==> src/sv/mcr_pkg.sv <==
// package: shared types and constants of the circle rasterizer
`default_nettype none

package mcr_pkg;

    // default sizes
    localparam int DEF_COORD_BITS  = 16;
    localparam int DEF_RADIUS_BITS = 12;

    // item mode codes
    localparam int MODE_BITS = 2;
    typedef logic [MODE_BITS-1:0] t_mode;
    localparam t_mode MODE_START_OUTLINE = 2'd0;
    localparam t_mode MODE_START_FILL    = 2'd1;

    // result index within one step item
    localparam int IDX_BITS = 3;
    localparam logic [IDX_BITS-1:0] LAST_IDX_DONE    = 3'd0;
    localparam logic [IDX_BITS-1:0] LAST_IDX_FILL    = 3'd3;
    localparam logic [IDX_BITS-1:0] LAST_IDX_OUTLINE = 3'd7;

    // kind of result burst handed to the emitter
    typedef enum logic [1:0] {
        KIND_DONE,
        KIND_FILL,
        KIND_OUTLINE
    } t_kind;

    // job control from the step logic to the emitter
    typedef struct packed {
        logic  valid;
        t_kind kind;
    } t_job_ctl;

endpackage

`default_nettype wire

==> src/sv/mcr_in_if.sv <==
// interface: input item channel of the circle rasterizer
`default_nettype none

interface mcr_in_if #(
    parameter int COORD_BITS  = mcr_pkg::DEF_COORD_BITS,
    parameter int RADIUS_BITS = mcr_pkg::DEF_RADIUS_BITS
);
    logic                          valid;
    logic                          ready;
    mcr_pkg::t_mode                mode;
    logic signed [COORD_BITS-1:0]  centre_col;
    logic signed [COORD_BITS-1:0]  centre_row;
    logic        [RADIUS_BITS-1:0] radius;

    modport source (output valid, mode, centre_col, centre_row, radius, input ready);
    modport sink   (input valid, mode, centre_col, centre_row, radius, output ready);
endinterface

`default_nettype wire

==> src/sv/mcr_out_if.sv <==
// interface: result item channel of the circle rasterizer
`default_nettype none

interface mcr_out_if #(
    parameter int OUT_BITS = mcr_pkg::DEF_COORD_BITS + 1
);
    logic                       valid;
    logic                       ready;
    logic signed [OUT_BITS-1:0] x_left;
    logic signed [OUT_BITS-1:0] x_right;
    logic signed [OUT_BITS-1:0] row_y;
    logic                       last_of_step;
    logic                       done_res;

    modport source (output valid, x_left, x_right, row_y, last_of_step, done_res,
                    input ready);
    modport sink   (input valid, x_left, x_right, row_y, last_of_step, done_res,
                    output ready);
endinterface

`default_nettype wire

==> src/sv/midpoint_circle_rasterizer_unit.sv <==
// top level of the midpoint circle rasterizer
//
//  channel  direction  carries                                   handshake
//  i_in     in         mode, centre_col, centre_row, radius      valid / ready
//  o_res    out        x_left, x_right, row_y, last_of_step,     valid / ready
//                      done_res
//
// a start item gives no result and does not wait for the emitter; a new item can follow at once
// a step item gives 8 results on the result port (outline), 4 (filled) or 1 (done),
// sent by the emitter one result per cycle while the result port is ready
// the input register takes the next item while the emitter still drains a pass
// synchronous active-low reset empties both stages and clears the circle state
// a stalled result port holds its item and backs up into the input register
`default_nettype none

module midpoint_circle_rasterizer_unit #(
    parameter int COORD_BITS  = mcr_pkg::DEF_COORD_BITS,
    parameter int RADIUS_BITS = mcr_pkg::DEF_RADIUS_BITS
) (
    input  wire logic i_clk,
    input  wire logic i_rst_n,
    mcr_in_if.sink    i_in,
    mcr_out_if.source o_res
);
    import mcr_pkg::*;

    t_job_ctl                      job_ctl;
    logic signed [COORD_BITS-1:0]  job_cx;
    logic signed [COORD_BITS-1:0]  job_cy;
    logic signed [RADIUS_BITS+1:0] job_a;
    logic signed [RADIUS_BITS+1:0] job_b;
    logic                          emit_free;

    // step logic and circle state
    mcr_core #(
        .COORD_BITS  (COORD_BITS),
        .RADIUS_BITS (RADIUS_BITS)
    ) u_core (
        .i_clk       (i_clk),
        .i_rst_n     (i_rst_n),
        .i_in        (i_in),
        .i_emit_free (emit_free),
        .o_job_ctl   (job_ctl),
        .o_job_cx    (job_cx),
        .o_job_cy    (job_cy),
        .o_job_a     (job_a),
        .o_job_b     (job_b)
    );

    // result emitter
    mcr_emit #(
        .COORD_BITS  (COORD_BITS),
        .RADIUS_BITS (RADIUS_BITS)
    ) u_emit (
        .i_clk     (i_clk),
        .i_rst_n   (i_rst_n),
        .i_job_ctl (job_ctl),
        .i_job_cx  (job_cx),
        .i_job_cy  (job_cy),
        .i_job_a   (job_a),
        .i_job_b   (job_b),
        .o_free    (emit_free),
        .o_res     (o_res)
    );

endmodule

`default_nettype wire

==> src/sv/mcr_core.sv <==
// input register, circle state and one pass of the midpoint recurrence
`default_nettype none

module mcr_core #(
    parameter int COORD_BITS  = mcr_pkg::DEF_COORD_BITS,
    parameter int RADIUS_BITS = mcr_pkg::DEF_RADIUS_BITS
) (
    input  wire logic                          i_clk,
    input  wire logic                          i_rst_n,
    mcr_in_if.sink                             i_in,
    input  wire logic                          i_emit_free,
    output mcr_pkg::t_job_ctl                  o_job_ctl,
    output logic signed [COORD_BITS-1:0]       o_job_cx,
    output logic signed [COORD_BITS-1:0]       o_job_cy,
    output logic signed [RADIUS_BITS+1:0]      o_job_a,
    output logic signed [RADIUS_BITS+1:0]      o_job_b
);
    import mcr_pkg::*;

    localparam int OFF_BITS = RADIUS_BITS + 2;
    localparam int DEC_BITS = RADIUS_BITS + 4;
    localparam logic signed [DEC_BITS-1:0] DEC_ZERO = DEC_BITS'(0);
    localparam logic signed [DEC_BITS-1:0] DEC_ONE = DEC_BITS'(1);
    localparam logic signed [DEC_BITS-1:0] DEC_TWO = DEC_BITS'(2);
    localparam logic signed [OFF_BITS-1:0] OFF_ONE = OFF_BITS'(1);

    // input register
    logic                          r_in_valid;
    t_mode                         r_mode;
    logic signed [COORD_BITS-1:0]  r_in_cx;
    logic signed [COORD_BITS-1:0]  r_in_cy;
    logic        [RADIUS_BITS-1:0] r_in_rad;

    // circle state
    logic                          r_active, n_active;
    logic                          r_fill, n_fill;
    logic signed [COORD_BITS-1:0]  r_cx, n_cx;
    logic signed [COORD_BITS-1:0]  r_cy, n_cy;
    logic        [RADIUS_BITS-1:0] r_rad, n_rad;
    logic signed [OFF_BITS-1:0]    r_a, n_a;
    logic signed [OFF_BITS-1:0]    r_b, n_b;
    logic signed [DEC_BITS-1:0]    r_dec, n_dec;
    logic signed [DEC_BITS-1:0]    r_osm, n_osm;
    logic signed [DEC_BITS-1:0]    r_osn, n_osn;

    logic                          is_start;
    logic                          advance;
    logic                          loop_end;
    logic signed [OFF_BITS-1:0]    in_rad_o;
    logic signed [DEC_BITS-1:0]    in_rad_d;
    logic signed [DEC_BITS-1:0]    rad_d;
    logic signed [DEC_BITS-1:0]    a_d;
    logic signed [DEC_BITS-1:0]    b_d;
    logic signed [DEC_BITS-1:0]    dec_mid;
    logic signed [DEC_BITS-1:0]    osm_inc;

    // handshake: a start item always moves on, a step waits for the emitter
    assign is_start   = r_mode inside {MODE_START_OUTLINE, MODE_START_FILL};
    assign advance    = r_in_valid && (is_start || i_emit_free);
    assign i_in.ready = !r_in_valid || advance;

    always_ff @(posedge i_clk) begin
        if (!i_rst_n) begin
            r_in_valid <= 1'b0;
        end else if (i_in.ready) begin
            r_in_valid <= i_in.valid;
        end
    end

    always_ff @(posedge i_clk) begin
        if (i_in.valid && i_in.ready) begin
            r_mode   <= i_in.mode;
            r_in_cx  <= i_in.centre_col;
            r_in_cy  <= i_in.centre_row;
            r_in_rad <= i_in.radius;
        end
    end

    // widened operands
    assign in_rad_o = signed'({2'b00, r_in_rad});
    assign in_rad_d = signed'({4'b0000, r_in_rad});
    assign rad_d    = signed'({4'b0000, r_rad});
    assign a_d      = {{(DEC_BITS-OFF_BITS){r_a[OFF_BITS-1]}}, r_a};
    assign b_d      = {{(DEC_BITS-OFF_BITS){r_b[OFF_BITS-1]}}, r_b};
    assign loop_end = !r_active || (r_a < r_b);
    assign osm_inc  = r_osm + DEC_TWO;
    assign dec_mid  = (r_dec <= DEC_ZERO) ? (r_dec + r_osn) : r_dec;

    // next circle state
    always_comb begin
        n_active = r_active;
        n_fill   = r_fill;
        n_cx     = r_cx;
        n_cy     = r_cy;
        n_rad    = r_rad;
        n_a      = r_a;
        n_b      = r_b;
        n_dec    = r_dec;
        n_osm    = r_osm;
        n_osn    = r_osn;
        if (advance) begin
            if (is_start) begin
                n_cx     = r_in_cx;
                n_cy     = r_in_cy;
                n_rad    = r_in_rad;
                n_fill   = (r_mode == MODE_START_FILL);
                n_active = 1'b1;
                n_b      = '0;
                n_osm    = DEC_ONE;
                n_osn    = DEC_ONE;
                if (r_mode == MODE_START_FILL) begin
                    n_a   = in_rad_o;
                    n_dec = in_rad_d - DEC_ONE;
                end else begin
                    n_a   = in_rad_o - OFF_ONE;
                    n_dec = DEC_ONE - (in_rad_d <<< 1);
                end
            end else if (loop_end) begin
                n_active = 1'b0;
            end else if (r_fill) begin
                // three-branch decision for the filled circle
                if (r_dec >= (b_d <<< 1)) begin
                    n_dec = r_dec - (b_d <<< 1) - DEC_ONE;
                    n_b   = r_b + OFF_ONE;
                end else if (r_dec < ((rad_d - a_d) <<< 1)) begin
                    n_dec = r_dec + (a_d <<< 1) - DEC_ONE;
                    n_a   = r_a - OFF_ONE;
                end else begin
                    n_dec = r_dec + ((a_d - b_d - DEC_ONE) <<< 1);
                    n_a   = r_a - OFF_ONE;
                    n_b   = r_b + OFF_ONE;
                end
            end else begin
                // error and odd-step recurrence for the outline
                if (r_dec <= DEC_ZERO) begin
                    n_b   = r_b + OFF_ONE;
                    n_osn = r_osn + DEC_TWO;
                end
                if (dec_mid > DEC_ZERO) begin
                    n_a   = r_a - OFF_ONE;
                    n_osm = osm_inc;
                    n_dec = dec_mid + osm_inc - (rad_d <<< 1);
                end else begin
                    n_dec = dec_mid;
                end
            end
        end
    end

    always_ff @(posedge i_clk) begin
        if (!i_rst_n) begin
            r_active <= 1'b0;
            r_fill   <= 1'b0;
            r_cx     <= '0;
            r_cy     <= '0;
            r_rad    <= '0;
            r_a      <= '0;
            r_b      <= '0;
            r_dec    <= '0;
            r_osm    <= DEC_ONE;
            r_osn    <= DEC_ONE;
        end else begin
            r_active <= n_active;
            r_fill   <= n_fill;
            r_cx     <= n_cx;
            r_cy     <= n_cy;
            r_rad    <= n_rad;
            r_a      <= n_a;
            r_b      <= n_b;
            r_dec    <= n_dec;
            r_osm    <= n_osm;
            r_osn    <= n_osn;
        end
    end

    // job for the emitter, taken from the state before this pass
    always_comb begin
        o_job_ctl.valid = r_in_valid && !is_start;
        if (loop_end) begin
            o_job_ctl.kind = KIND_DONE;
        end else if (r_fill) begin
            o_job_ctl.kind = KIND_FILL;
        end else begin
            o_job_ctl.kind = KIND_OUTLINE;
        end
    end

    assign o_job_cx = r_cx;
    assign o_job_cy = r_cy;
    assign o_job_a  = r_a;
    assign o_job_b  = r_b;

endmodule

`default_nettype wire

==> src/sv/mcr_emit.sv <==
// result emitter: walks the points or spans of one pass, one item per cycle while the result port is ready
`default_nettype none

module mcr_emit #(
    parameter int COORD_BITS  = mcr_pkg::DEF_COORD_BITS,
    parameter int RADIUS_BITS = mcr_pkg::DEF_RADIUS_BITS
) (
    input  wire logic                          i_clk,
    input  wire logic                          i_rst_n,
    input  wire mcr_pkg::t_job_ctl             i_job_ctl,
    input  wire logic signed [COORD_BITS-1:0]  i_job_cx,
    input  wire logic signed [COORD_BITS-1:0]  i_job_cy,
    input  wire logic signed [RADIUS_BITS+1:0] i_job_a,
    input  wire logic signed [RADIUS_BITS+1:0] i_job_b,
    output logic                               o_free,
    mcr_out_if.source                          o_res
);
    import mcr_pkg::*;

    localparam int OFF_BITS = RADIUS_BITS + 2;
    localparam int OUT_BITS = COORD_BITS + 1;
    localparam int SUM_BITS = ((COORD_BITS > OFF_BITS) ? COORD_BITS : OFF_BITS) + 1;

    logic                         r_valid;
    t_kind                        r_kind;
    logic [IDX_BITS-1:0]          r_idx;
    logic signed [COORD_BITS-1:0] r_cx;
    logic signed [COORD_BITS-1:0] r_cy;
    logic signed [OFF_BITS-1:0]   r_a;
    logic signed [OFF_BITS-1:0]   r_b;

    logic [IDX_BITS-1:0]          last_idx;
    logic                         is_last;
    logic                         load;
    logic                         swap;
    logic signed [OFF_BITS-1:0]   u;
    logic signed [OFF_BITS-1:0]   v;
    logic signed [SUM_BITS-1:0]   cx_s;
    logic signed [SUM_BITS-1:0]   cy_s;
    logic signed [SUM_BITS-1:0]   u_s;
    logic signed [SUM_BITS-1:0]   v_s;
    logic signed [SUM_BITS-1:0]   x_minus;
    logic signed [SUM_BITS-1:0]   x_plus;
    logic signed [SUM_BITS-1:0]   y_minus;
    logic signed [SUM_BITS-1:0]   y_plus;

    // burst length by kind
    always_comb begin
        case (r_kind)
            KIND_FILL:    last_idx = LAST_IDX_FILL;
            KIND_OUTLINE: last_idx = LAST_IDX_OUTLINE;
            default:      last_idx = LAST_IDX_DONE;
        endcase
    end

    assign is_last = (r_idx == last_idx);
    assign o_free  = !r_valid || (o_res.ready && is_last);
    assign load    = i_job_ctl.valid && o_free;

    // burst sequencing
    always_ff @(posedge i_clk) begin
        if (!i_rst_n) begin
            r_valid <= 1'b0;
            r_kind  <= KIND_DONE;
            r_idx   <= '0;
        end else if (load) begin
            r_valid <= 1'b1;
            r_kind  <= i_job_ctl.kind;
            r_idx   <= '0;
        end else if (r_valid && o_res.ready) begin
            if (is_last) begin
                r_valid <= 1'b0;
            end
            r_idx <= r_idx + 1'b1;
        end
    end

    // snapshot of the pass geometry
    always_ff @(posedge i_clk) begin
        if (load) begin
            r_cx <= i_job_cx;
            r_cy <= i_job_cy;
            r_a  <= i_job_a;
            r_b  <= i_job_b;
        end
    end

    // offsets swap for the steep octants and the top and bottom spans
    assign swap = (r_kind == KIND_OUTLINE) ? r_idx[2] : (r_idx[0] ^ r_idx[1]);
    assign u    = swap ? r_b : r_a;
    assign v    = swap ? r_a : r_b;

    assign cx_s    = {{(SUM_BITS-COORD_BITS){r_cx[COORD_BITS-1]}}, r_cx};
    assign cy_s    = {{(SUM_BITS-COORD_BITS){r_cy[COORD_BITS-1]}}, r_cy};
    assign u_s     = {{(SUM_BITS-OFF_BITS){u[OFF_BITS-1]}}, u};
    assign v_s     = {{(SUM_BITS-OFF_BITS){v[OFF_BITS-1]}}, v};
    assign x_minus = cx_s - u_s;
    assign x_plus  = cx_s + u_s;
    assign y_minus = cy_s - v_s;
    assign y_plus  = cy_s + v_s;

    // result payload
    always_comb begin
        o_res.valid        = r_valid;
        o_res.last_of_step = is_last;
        o_res.done_res     = (r_kind == KIND_DONE);
        case (r_kind)
            KIND_FILL: begin
                o_res.x_left  = x_minus[OUT_BITS-1:0];
                o_res.x_right = x_plus[OUT_BITS-1:0];
                o_res.row_y   = r_idx[1] ? y_minus[OUT_BITS-1:0] : y_plus[OUT_BITS-1:0];
            end
            KIND_OUTLINE: begin
                o_res.x_left  = r_idx[1] ? x_minus[OUT_BITS-1:0] : x_plus[OUT_BITS-1:0];
                o_res.x_right = r_idx[1] ? x_minus[OUT_BITS-1:0] : x_plus[OUT_BITS-1:0];
                o_res.row_y   = r_idx[0] ? y_plus[OUT_BITS-1:0] : y_minus[OUT_BITS-1:0];
            end
            default: begin
                o_res.x_left  = '0;
                o_res.x_right = '0;
                o_res.row_y   = '0;
            end
        endcase
    end

endmodule

`default_nettype wire

==> src/flat_wrapper.sv <==
// flat-port wrapper written by rule: the top's interface ports become plain ports
module midpoint_circle_rasterizer_unit_flat import mcr_pkg::*;
#(
    parameter int COORD_BITS  = mcr_pkg::DEF_COORD_BITS,
    parameter int RADIUS_BITS = mcr_pkg::DEF_RADIUS_BITS
)
  (i_clk, i_rst_n, i_in_valid, i_in_mode, i_in_centre_col, i_in_centre_row, i_in_radius, i_in_ready, o_res_valid, o_res_x_left, o_res_x_right, o_res_row_y, o_res_last_of_step, o_res_done_res, o_res_ready);
  mcr_in_if #(.COORD_BITS(COORD_BITS), .RADIUS_BITS(RADIUS_BITS)) i_in_i ();
  mcr_out_if o_res_i ();
  input  wire logic i_clk;
  input  wire logic i_rst_n;
  input wire logic [$bits(i_in_i.valid)-1:0] i_in_valid;
  input wire logic [$bits(i_in_i.mode)-1:0] i_in_mode;
  input wire logic [$bits(i_in_i.centre_col)-1:0] i_in_centre_col;
  input wire logic [$bits(i_in_i.centre_row)-1:0] i_in_centre_row;
  input wire logic [$bits(i_in_i.radius)-1:0] i_in_radius;
  output wire logic [$bits(i_in_i.ready)-1:0] i_in_ready;
  output wire logic [$bits(o_res_i.valid)-1:0] o_res_valid;
  output wire logic [$bits(o_res_i.x_left)-1:0] o_res_x_left;
  output wire logic [$bits(o_res_i.x_right)-1:0] o_res_x_right;
  output wire logic [$bits(o_res_i.row_y)-1:0] o_res_row_y;
  output wire logic [$bits(o_res_i.last_of_step)-1:0] o_res_last_of_step;
  output wire logic [$bits(o_res_i.done_res)-1:0] o_res_done_res;
  input wire logic [$bits(o_res_i.ready)-1:0] o_res_ready;
  assign i_in_i.valid = i_in_valid;
  assign i_in_i.mode = i_in_mode;
  assign i_in_i.centre_col = i_in_centre_col;
  assign i_in_i.centre_row = i_in_centre_row;
  assign i_in_i.radius = i_in_radius;
  assign i_in_ready = i_in_i.ready;
  assign o_res_valid = o_res_i.valid;
  assign o_res_x_left = o_res_i.x_left;
  assign o_res_x_right = o_res_i.x_right;
  assign o_res_row_y = o_res_i.row_y;
  assign o_res_last_of_step = o_res_i.last_of_step;
  assign o_res_done_res = o_res_i.done_res;
  assign o_res_i.ready = o_res_ready;
  midpoint_circle_rasterizer_unit #(.COORD_BITS(COORD_BITS), .RADIUS_BITS(RADIUS_BITS)) u_core (.i_clk(i_clk), .i_rst_n(i_rst_n), .i_in(i_in_i), .o_res(o_res_i));
endmodule
==> config.mk <==
export PLATFORM = sky130hd
export DESIGN_NAME = midpoint_circle_rasterizer_unit_flat
export DESIGN_NICKNAME = d
export VERILOG_FILES = /design/src/sv/mcr_pkg.sv /design/src/sv/mcr_in_if.sv /design/src/sv/mcr_out_if.sv /design/src/sv/midpoint_circle_rasterizer_unit.sv /design/src/sv/mcr_core.sv /design/src/sv/mcr_emit.sv /design/src/flat_wrapper.sv
export SDC_FILE = /design/constraint.sdc
export NUM_CORES = 1
export LEC_CHECK = 0
export BUFFER_PORTS_ARGS = -buffer_cell sky130_fd_sc_hd__buf_2
export CORE_MARGIN = 2
export CORE_UTILIZATION = 40
export CTS_BUF_LIST = sky130_fd_sc_hd__clkbuf_16
export DETAILED_ROUTE_END_ITERATION = 7
export PLACE_DENSITY = 0.64
export SLEW_MARGIN = 30
export SYNTH_ARGS = -nofsm -noshare
export SYNTH_HDL_FRONTEND = slang
export SYNTH_HIERARCHICAL = 1
export SYNTH_SLANG_ARGS = --single-unit
==> constraint.sdc <==
create_clock -name i_clk -period 7.4 [get_ports i_clk]
set_input_delay 0.37 -clock i_clk [delete_from_list [all_inputs] [get_ports i_clk]]
set_output_delay 0.37 -clock i_clk [all_outputs]
set_load 0.02 [all_outputs]
==> out/metrics.cfg, run 1 <==
[drt]
drt_iter0_markers = 1656
dr_total_vias = 18631
via_per_inst = 5.941
wl_um = 63910
first_pass_iters = 6
routedWlPerCell_um = 20.38
drc_errors = 0
ant_nets = 0

[yosys]
synth_area_leaders = edfxtp_1, ha_1, dfxtp_1
synth_top_cell_area_share_pct = 15.92
synth_top_area_cell = edfxtp_1
yosysUniqueCellTypes = 93
yosysSeqAreaShare_pct = 28.83
syn-num-nets = 2631
yosysWarnings = 6
ys.flop_type = dfxtp_1
yosysMostFrequentCell = ha_1
postSynthAreaPerCell_um2 = 8.512
netlist_top_cells_count = ha_1, nand2_1, a21oi_1
ys_ff_latch = 235
synth_area_um2 = 20000
synth_edf_count = 106
synth_cells = 2349
synth-async-reset-ratio_pct = 0

[critical_path]
crit_path_start_kind = flip-flop
critPathLaunch = u_core/u_core/o_job_a[1]$_SDFFE_PN0P_
path_max_fanout = 19
worstPathRequired_ns = 7.90
crit_chain = inv_1 -> fa_1 -> a21o_1 -> a21oi_1 -> o21ai_0 -> a21oi_1 -> nor2b_1 -> o21a_1 -> o31a_1 -> o41ai_1 -> o21ai_0 -> ha_1 -> nand4_1 -> nor3_1 -> o21ai_0 -> nand3b_1 -> mux2_2 -> o32ai_1 -> buf_4 -> nor4b_2 -> nand3_1 -> a21oi_1
cp_slowest_cell = nor4b_2
timing_worst_setup_path_type = flip-flop to flip-flop
crit_arrival_ns = 6.48
critPathCaptureType = flip-flop
slowest_delay_ns = 0.61
r2r_start = u_core/u_core/o_job_a[1]$_SDFFE_PN0P_

[clock_tree]
clock_sinks = 235
h-tree-depth = 1
root_buffer = clkbuf_16
clk_latency_ns = 0.58
cts_tree = yes
cts_setup_buffers = 0
cts_buffer_depth = 3
clkTransAtPathRegs_ns = 0.06
numCtsBuffers = 28

[power]
peakVddDrop_mv = 0.1761
power.total_mw = 5.059
p_per_area_nw_per_um2 = 224.2
p_leak_nw = 9.080

[global_route]
gr-usage-met1_pct = 29.97
antenna_found_initial = 0
grt-busiest-layer = met2
grt_pass1_wl_um = 98930
track_usage_pct = 24.32
grt_pass1_vias = 17764
grt_use_met2_pct = 41.89
gr-usage-met3_pct = 3.898
globalRoute.totalOverflow = 0
grt_max_degree = 61

[sta]
tightest_slew_ns = 0.9797
finClkSkew_ns = 0.01146
post-route-period-util_pct = 80.92
whs_ns = 0.08464
max_slew_margin_pct = 34.48
rsz0062_at_grt = false
finalSetupViolCount = 0
slew_viol_final = 0
fin_setup_tns_ns = 0
fin_crit_ns = 5.988
max_freq_ghz = 0.1670
setup_ws_ns = 1.412
finalHoldViolCount = 0

[finish]
final_area_um2 = 22570
multiInputGateArea_um2 = 13150
nets = 2733
n_fill_cell = 4745
syn_to_final_growth_pct = 12.87
register_area_um2 = 5766
n_antenna_cell = 0
final_core_util_pct = 45.92
drive_above_1_share_pct = 10.60
stdcell_count = 3136

[place]
dpl_cell_area_um2 = 21130
place_ws_ns = 1.552
place_congestion = 0.9740
io_buffers = 104
dp_cells = 3039
dp_hpwl_um = 49100

[floorplan]
ios = 105
die_height_um = 227.6
chipWidth_um = 227.6
die_area_um2 = 51790
start_util_pct = 40.68
num_rows = 81
coreArea_um2 = 49150

[hold_path]
hp-class = primary input to flip-flop
worstHoldStart = i_in_valid

[status]
status = finished, final reports clean

[flow_run]
drv_cap = 0

-- final cells by class --
cell class                 instances  area share [%]
clock buffer                      29           3.215
clock inverter                    22           1.053
inverter                         194           3.227
multi-input combinational       1822           58.27
sequential                       235           25.55
tap                              664           3.681
timing repair buffer             170           5.012
-- timing repair --
action	4_1_cts	5_1_grt
endpoints found under the hold margin	46	0
resized for setup	0	0
hold buffers	46	0
-- registers in the layout, indices dropped and copies added, names as in the netlist, 16 cells and up --
signal and cells:
u_core/u_core/o_job_cx 16, u_core/u_core/o_job_cy 16, u_core/u_core/r_dec 16, u_core/u_core/r_in_cx 16
u_core/u_core/r_in_cy 16, u_core/u_core/r_osm 16, u_core/u_core/r_osn 16, u_core/u_emit/r_cx 16
u_core/u_emit/r_cy 16
-- report_power, final --
part | leakage, nW | switching, mW | internal, mW
Combinational | 6.52 | 1.28 | 0.853
Sequential | 2.08 | 0.0841 | 1.41
Clock | 0.485 | 0.581 | 0.854
Total | 9.08 | 1.94 | 3.12
-- cell usage in the layout, fill, tap and decap left out, drive strengths merged, types with 11 or more instances in the layout --
| cell type | count |
|---|---|
| ha | 210 |
| nand2 | 196 |
| inv | 196 |
| a21oi | 193 |
| nor2 | 159 |
| dfxtp | 129 |
| buf | 124 |
| o21ai | 114 |
| edfxtp | 106 |
| xnor2 | 90 |
| nand3 | 65 |
| xor2 | 57 |
| nor3 | 51 |
| a21o | 47 |
| dlygate4sd3 | 46 |
| a31oi | 40 |
| mux2 | 32 |
| a221oi | 32 |
| clkbuf | 29 |
| and3 | 29 |
| nand2b | 29 |
| o22ai | 28 |
| a211oi | 26 |
| o21bai | 26 |
| mux2i | 25 |
| nor2b | 25 |
| fa | 22 |
| or3 | 21 |
| o211ai | 20 |
| nand4 | 18 |
| or2 | 18 |
| o21a | 17 |
| nor4 | 16 |
| a311oi | 14 |
| clkinv | 14 |
| a31o | 13 |
| nand3b | 11 |
| a2bb2oi | 11 |
| and2 | 11 |
-- worst paths after layout --
path	end	slack, ns	depth (start not counted)
worst max register to register	u_core/u_core/o_job_b[8]$_SDFFE_PN0P_	1.41	22
worst max-delay path	u_core/u_core/o_job_b[8]$_SDFFE_PN0P_	1.41	22
worst min register to register	u_core/u_emit/r_cx[11]$_DFFE_PP_	0.43	0
worst min-delay path	u_core/u_core/r_in_valid$_SDFFE_PN0N_	0.08	3
-- cells by family (layout without fill, tap and decap cells) --
group / count (synthesis) / after routing / synth area share, %
compound gates: 706 / 706 / 24.02
buf+inv: 292 / 415 / 5.607
simple gates: 680 / 680 / 16.71
flops: 235 / 235 / 28.83
xor+xnor: 147 / 147 / 6.439
fa+ha+maj: 232 / 232 / 15.34
mux: 57 / 57 / 3.054
-- critical path: cells and delay by family (launching register included) --
family,cells,cell delay (ns)
AND/OR/NAND/NOR,6,1.32
buffers and inverters,2,0.43
AO/OA/AOI/OAI,11,2.36
adder cells (fa/ha/maj),2,0.84
flip-flops,1,0.47
multiplexers,1,0.49
-- layer usage --
layer	share of wire (%)	up-vias
met5	0	-
met1	42	8958
li1	-	8846
met4	4.9	0
met2	47	677
met3	6.3	150
Power figures use the tool's default switching activity.
==> inputs of run 2 (changes only) <==
--- a/config.mk
+++ b/config.mk
@@ -5,6 +5,7 @@
 export SDC_FILE = /design/constraint.sdc
 export NUM_CORES = 1
 export LEC_CHECK = 0
+export ABC_AREA = 1
 export BUFFER_PORTS_ARGS = -buffer_cell sky130_fd_sc_hd__buf_2
 export CORE_MARGIN = 2
 export CORE_UTILIZATION = 40
==> constraint.sdc (replaced) <==
create_clock -name i_clk -period 5.7 [get_ports i_clk]
set_input_delay 0.285 -clock i_clk [delete_from_list [all_inputs] [get_ports i_clk]]
set_output_delay 0.285 -clock i_clk [all_outputs]
set_load 0.02 [all_outputs]
==> run 2 against run 1 <==
First-iteration DRC count is 13% higher. Non-clock buffer count is 2 higher. Synthesized area is 8.9% higher. Fmax is 26% higher. Design area is 7.6% higher. Count of clock-buffer cells in the layout is 1 lower. Register-to-register slack worse by 0.48 ns. Critical path depth is 4 higher. Largest power group unchanged.
==> out/metrics.cfg, run 2 <==
[power]
peakVddDrop_mv = 0.2542
p_per_area_nw_per_um2 = 274.7
p_leak_nw = 11.69
power.total_mw = 6.669

[finish]
n_fill_cell = 5575
syn_to_final_growth_pct = 11.48
final_core_util_pct = 45.12
nets = 3632
final_common_cell = nand2_1
layout.cells.most_common_list = nand2_1, inv_1, nand3_1
drive_above_1_share_pct = 8.393
n_antenna_cell = 0
final_area_um2 = 24280
stdcell_count = 4068

[yosys]
ys.flop_type = dfxtp_1
synth_top_area_cell = edfxtp_1
netlist_top_cells_count = nand2_1, inv_1, nand3_1
synth-xor-area-share_pct = 4.946
yosysUniqueCellTypes = 57
synth_area_leaders = edfxtp_1, nand2_1, ha_1
synthAdderAreaFrac_pct = 14.08
postSynthAreaPerCell_um2 = 6.723
synth_area_um2 = 21780
synth-simple-area-share_pct = 30.14
synth-async-reset-ratio_pct = 0
yosys-mux-area-fraction_pct = 0
yosysSeqAreaShare_pct = 26.47
yosysMostFrequentCell = nand2_1
synth_top_cell_area_share_pct = 14.61
ys_ff_latch = 235
synth_edf_count = 106
yosysWarnings = 6
synth_cells = 3240
synth_compound_area_share_pct = 13.95
synth_top_family_by_area = simple AND/OR/NAND/NOR gates
syn-num-nets = 3522

[global_route]
gr-usage-met1_pct = 32.84
gr-usage-met3_pct = 2.311
grt_max_degree = 75
antenna_found_initial = 0
grt_pass1_vias = 20165
grt_use_met2_pct = 41.65
grt-busiest-layer = met2
track_usage_pct = 24.82
grt_pass1_wl_um = 111300
globalRoute.totalOverflow = 0

[floorplan]
coreArea_um2 = 53810
die_height_um = 237.4
start_util_pct = 40.48
ios = 105
die_area_um2 = 56340
num_rows = 85
chipWidth_um = 237.4

[critical_path]
critPathCaptureType = flip-flop
path_common_cell = nand2_1
cp_slowest_cell = dfxtp_1
crit_path_start_kind = flip-flop
path_max_fanout = 14
timing_worst_setup_path_type = flip-flop to flip-flop
crit_arrival_ns = 5.22
slowest_delay_ns = 0.43
worstPathRequired_ns = 6.16

[clock_tree]
numCtsBuffers = 28
root_buffer = clkbuf_16
cts_buffer_depth = 3
h-tree-depth = 1
clock_sinks = 235
cts_tree = yes
cts_resized = 0
clk_latency_ns = 0.57
clkTransAtPathRegs_ns = 0.06

[sta]
slew_viol_final = 0
fin_setup_tns_ns = 0
post-route-period-util_pct = 83.58
max_freq_ghz = 0.2099
finalSetupViolCount = 0
rsz0062_at_grt = false
max_slew_margin_pct = 39.89
fin_crit_ns = 4.764
tightest_slew_ns = 0.9007
finalHoldViolCount = 0
finClkSkew_ns = 0.01486

[place]
place_congestion = 0.9957
dp_cells = 3970
dpl_cell_area_um2 = 22890
dp_hpwl_um = 55400
io_buffers = 104

[drt]
via_per_inst = 5.258
wl_um = 70770
ant_nets = 0
drc_errors = 0
drt_iter0_markers = 1870
routedWlPerCell_um = 17.40
first_pass_iters = 6
dr_total_vias = 21389

[flow_run]
drv_cap = 0

[hold_path]
hp-class = primary input to flip-flop

[status]
status = finished, final reports clean

[run 2: cell count changes in the layout (fill, tap and decap cells not counted), moves of 30 or more]
cell,before,now
xnor2_1,90,36
a21oi_1,191,272
nand2_1,196,787
nand3_1,65,301
nor2_1,159,286
xor2_1,57,87
mux2_2,32,0
inv_2,1,44
o21ai_0,111,155
a21o_1,47,15
inv_1,194,435
[run 2: through the flow]
step	hold slack (ns)	worst slack, ns
2_1_floorplan	0.3839	1.806
3_3_place_gp	0.4067	1.070
3_5_place_dp	0.4083	1.013
4_1_cts	0.03820	0.9845
5_1_grt	0.05326	0.3584
6_report	0.06327	0.9360
[run 2: final timing paths]
| kind | from | endpoint | slack [ns] | cells past startpoint |
|---|---|---|---|---|
| max | u_core/u_core/o_job_a[4]$_SDFFE_PN0P_ | u_core/u_core/o_job_b[0]$_SDFFE_PN0P_ | 0.94 | 26 |
| min | i_in_valid | u_core/u_core/r_in_valid$_SDFFE_PN0N_ | 0.06 | 3 |
| max reg2reg | u_core/u_core/o_job_a[4]$_SDFFE_PN0P_ | u_core/u_core/o_job_b[0]$_SDFFE_PN0P_ | 0.94 | 26 |
| min reg2reg | u_core/u_core/o_job_cx[6]$_SDFFE_PN0P_ | u_core/u_emit/r_cx[6]$_DFFE_PP_ | 0.42 | 0 |
[run 2: kinds of logic (layout without fill, tap and decap cells)]
group           after synthesis  in the layout
xor+xnor                    123            123
fa+ha+maj                   232            232
flops                       235            235
buf+inv                     573            705
compound gates              545            545
simple gates               1532           1532
[run 2: routing by layer]
layer | vias up | share of wire, %
li1 | 10839 | -
met1 | 9691 | 44
met2 | 699 | 46
met3 | 160 | 5.5
met4 | 0 | 4.5
met5 | - | 0
[run 2: final cells by class]
cell class	count	area, um^2	area share [%]
multi-input cells	2432	13770	56.71
flip-flops and latches	235	5766	23.74
inverters	481	1807	7.441
repair buffers	172	1146	4.720
well taps	696	870.8	3.586
clock buffers	28	700.7	2.886
clock inverters	24	222.7	0.9172
[run 2: critical path, delay by kind of cell (launching register included)]
kind	cells	cell delay (ns)
compound gates	6	1.19
flops	1	0.43
simple gates	13	1.69
fa+ha+maj	2	0.66
buf+inv	5	0.70
[run 2: power breakdown]
| part | internal, mW | switching (mW) | total, mW |
|---|---|---|---|
| registers | 1.84 | 0.0881 | 1.93 |
| logic | 1.03 | 1.93 | 2.96 |
| clock network | 1.04 | 0.751 | 1.79 |
| total | 3.90 | 2.77 | 6.67 |
[run 2: repair_timing]
action / in CTS / in global routing
hold buffers: 46 / 0
buffers inserted: 0 / 0
hold endpoints to repair: 46 / 0
==> inputs of run 3 (changes only) <==
==> constraint.sdc (replaced) <==
create_clock -name i_clk -period 4.66 [get_ports i_clk]
set_input_delay 0.233 -clock i_clk [delete_from_list [all_inputs] [get_ports i_clk]]
set_output_delay 0.233 -clock i_clk [all_outputs]
set_load 0.02 [all_outputs]
==> run 3 against run 2 <==
Highest routed layer unchanged. Critical endpoint is now o_res_row_y[14]. Cell count grew 0.57%. Non-clock buffer count grew 25. Die area is the same. Largest power group unchanged. Register-to-register slack lost 0.48 ns. Clock skew grew 0.0057 ns. Count of clock-buffer cells in the layout shrank 1.
==> out/metrics.cfg, run 3 (same netlist as run 2, synthesis figures left out) <==
[floorplan]
chipWidth_um = 237.4
start_util_pct = 40.48
die_area_um2 = 56340
coreArea_um2 = 53810
ios = 105
num_rows = 85
die_height_um = 237.4

[clock_tree]
clk_latency_ns = 0.57
h-tree-depth = 1
numCtsBuffers = 27
cts_buffer_depth = 3
clkTransAtPathRegs_ns = 0.06
cts_setup_buffers = 0
clock_sinks = 235
cts_tree = yes
root_buffer = clkbuf_16

[global_route]
grt_max_degree = 79
grt_pass1_vias = 19902
grt_pass1_wl_um = 109400
globalRoute.totalOverflow = 0
track_usage_pct = 24.40
antenna_found_initial = 0

[drt]
dr_total_vias = 21583
ant_nets = 0
first_pass_iters = 7
wl_um = 69900
routedWlPerCell_um = 17.09
via_per_inst = 5.276
drt_iter0_markers = 1822
drc_errors = 0

[finish]
layout.cells.most_common_list = nand2_1, inv_1, nand3_1
nets = 3656
stdcell_count = 4091
drive_above_1_share_pct = 9.219
final_common_cell = nand2_1
syn_to_final_growth_pct = 12.10
n_fill_cell = 5661
n_antenna_cell = 0

[place]
dp_hpwl_um = 55850
io_buffers = 104
place_congestion = 1.031
dp_cells = 3995

[sta]
slew_viol_final = 0
max_freq_ghz = 0.2243
fin_crit_ns = 4.459
finalHoldViolCount = 0
rsz0062_at_grt = false
finClkSkew_ns = 0.02056
fin_setup_tns_ns = 0
finalSetupViolCount = 0
post-route-period-util_pct = 95.69
max_slew_margin_pct = 39.40
tightest_slew_ns = 0.9080

[hold_path]
hp-class = primary input to flip-flop

[critical_path]
crit_path_start_kind = flip-flop
timing_worst_setup_path_type = flip-flop to primary output
critPathCaptureType = primary output
worstPathRequired_ns = 4.43
crit_arrival_ns = 4.23
path_max_fanout = 28

[power]
p_leak_nw = 11.77
p_per_area_nw_per_um2 = 328.8
peakVddDrop_mv = 0.3129

[flow_run]
drv_cap = 0

[status]
status = finished, final reports clean

-- run 3: layer usage --
metal  global-route usage (%)  part of all wire, %
met5                        0                    0
met4                    9.129                  3.8
met3                    1.974                  5.8
met2                    41.52                   46
met1                    32.29                   44
-- run 3: stage by stage --
| stage | cell area, um^2 | setup slack (ns) | power (mW) | util [%] | hold WS [ns] |
|---|---|---|---|---|---|
| 6_report | 24420 | 0.2009 | 8.029 | 45.38 | 0.02687 |
| 5_1_grt | 24420 | 0.005734 | 8.549 | 45.38 | 0.04651 |
| 4_1_cts | 24380 | 0.07905 | 7.990 | 45.31 | 0.01498 |
| 3_5_place_dp | 23090 | 0.2970 | 5.963 | 42.91 | 0.4097 |
| 3_3_place_gp | 23090 | 0.3867 | 5.969 | 42.91 | 0.4063 |
| 2_1_floorplan | 21780 | 0.7659 | 4.983 | - | 0.3319 |
-- run 3: where the power goes --
group | internal, mW | switching (mW)
Clock | 1.07 | 0.910
Sequential | 2.25 | 0.0832
Combinational | 1.30 | 2.42
Total | 4.62 | 3.41
-- run 3: final cells by class --
class | count | area (um^2) | area share, %
timing repair buffer | 197 | 1350 | 5.529
clock buffer | 27 | 675.6 | 2.767
inverter | 481 | 1805 | 7.394
multi-input combinational | 2432 | 13790 | 56.49
tap | 696 | 870.8 | 3.566
clock inverter | 23 | 152.6 | 0.6251
sequential | 235 | 5769 | 23.63
-- run 3: worst paths after layout --
path / from / endpoint / slack (ns) / cells after the start
setup / recovery: u_core/u_emit/r_kind[0]$_SDFFE_PN0P_ / o_res_row_y[14] / 0.20 / 19
hold / removal: o_res_ready / u_core/u_emit/r_idx[0]$_SDFFE_PP0P_ / 0.03 / 4
setup reg to reg: u_core/u_core/r_dec[0]$_SDFFE_PN0P_ / u_core/u_core/r_dec[15]$_SDFFE_PN0P_ / 0.46 / 21
hold reg to reg: u_core/u_core/o_job_cx[5]$_SDFFE_PN0P_ / u_core/u_emit/r_cx[5]$_DFFE_PP_ / 0.42 / 0
-- run 3: worst max-delay path: stages (launching register included) --
cell	delay (ns)
dfxtp_1	0.33
inv_1	0.09
ha_1	0.23
nand2_1	0.10
o21ai_1	0.08
buf_4	0.21
o21ai_0	0.51
ha_1	0.27
inv_1	0.09
fa_1	0.41
nand2_1	0.10
nand2_1	0.09
nand3_1	0.10
nand2_1	0.12
nand2_1	0.11
nand4_1	0.11
nand3_1	0.11
nand3_1	0.07
a21oi_1	0.30
buf_2	0.23
-- run 3: timing repair --
item	CTS	global route
hold buffers	46	0
gates resized for setup	0	13
hold endpoints to repair	46	0
endpoints found under the setup margin	0	45
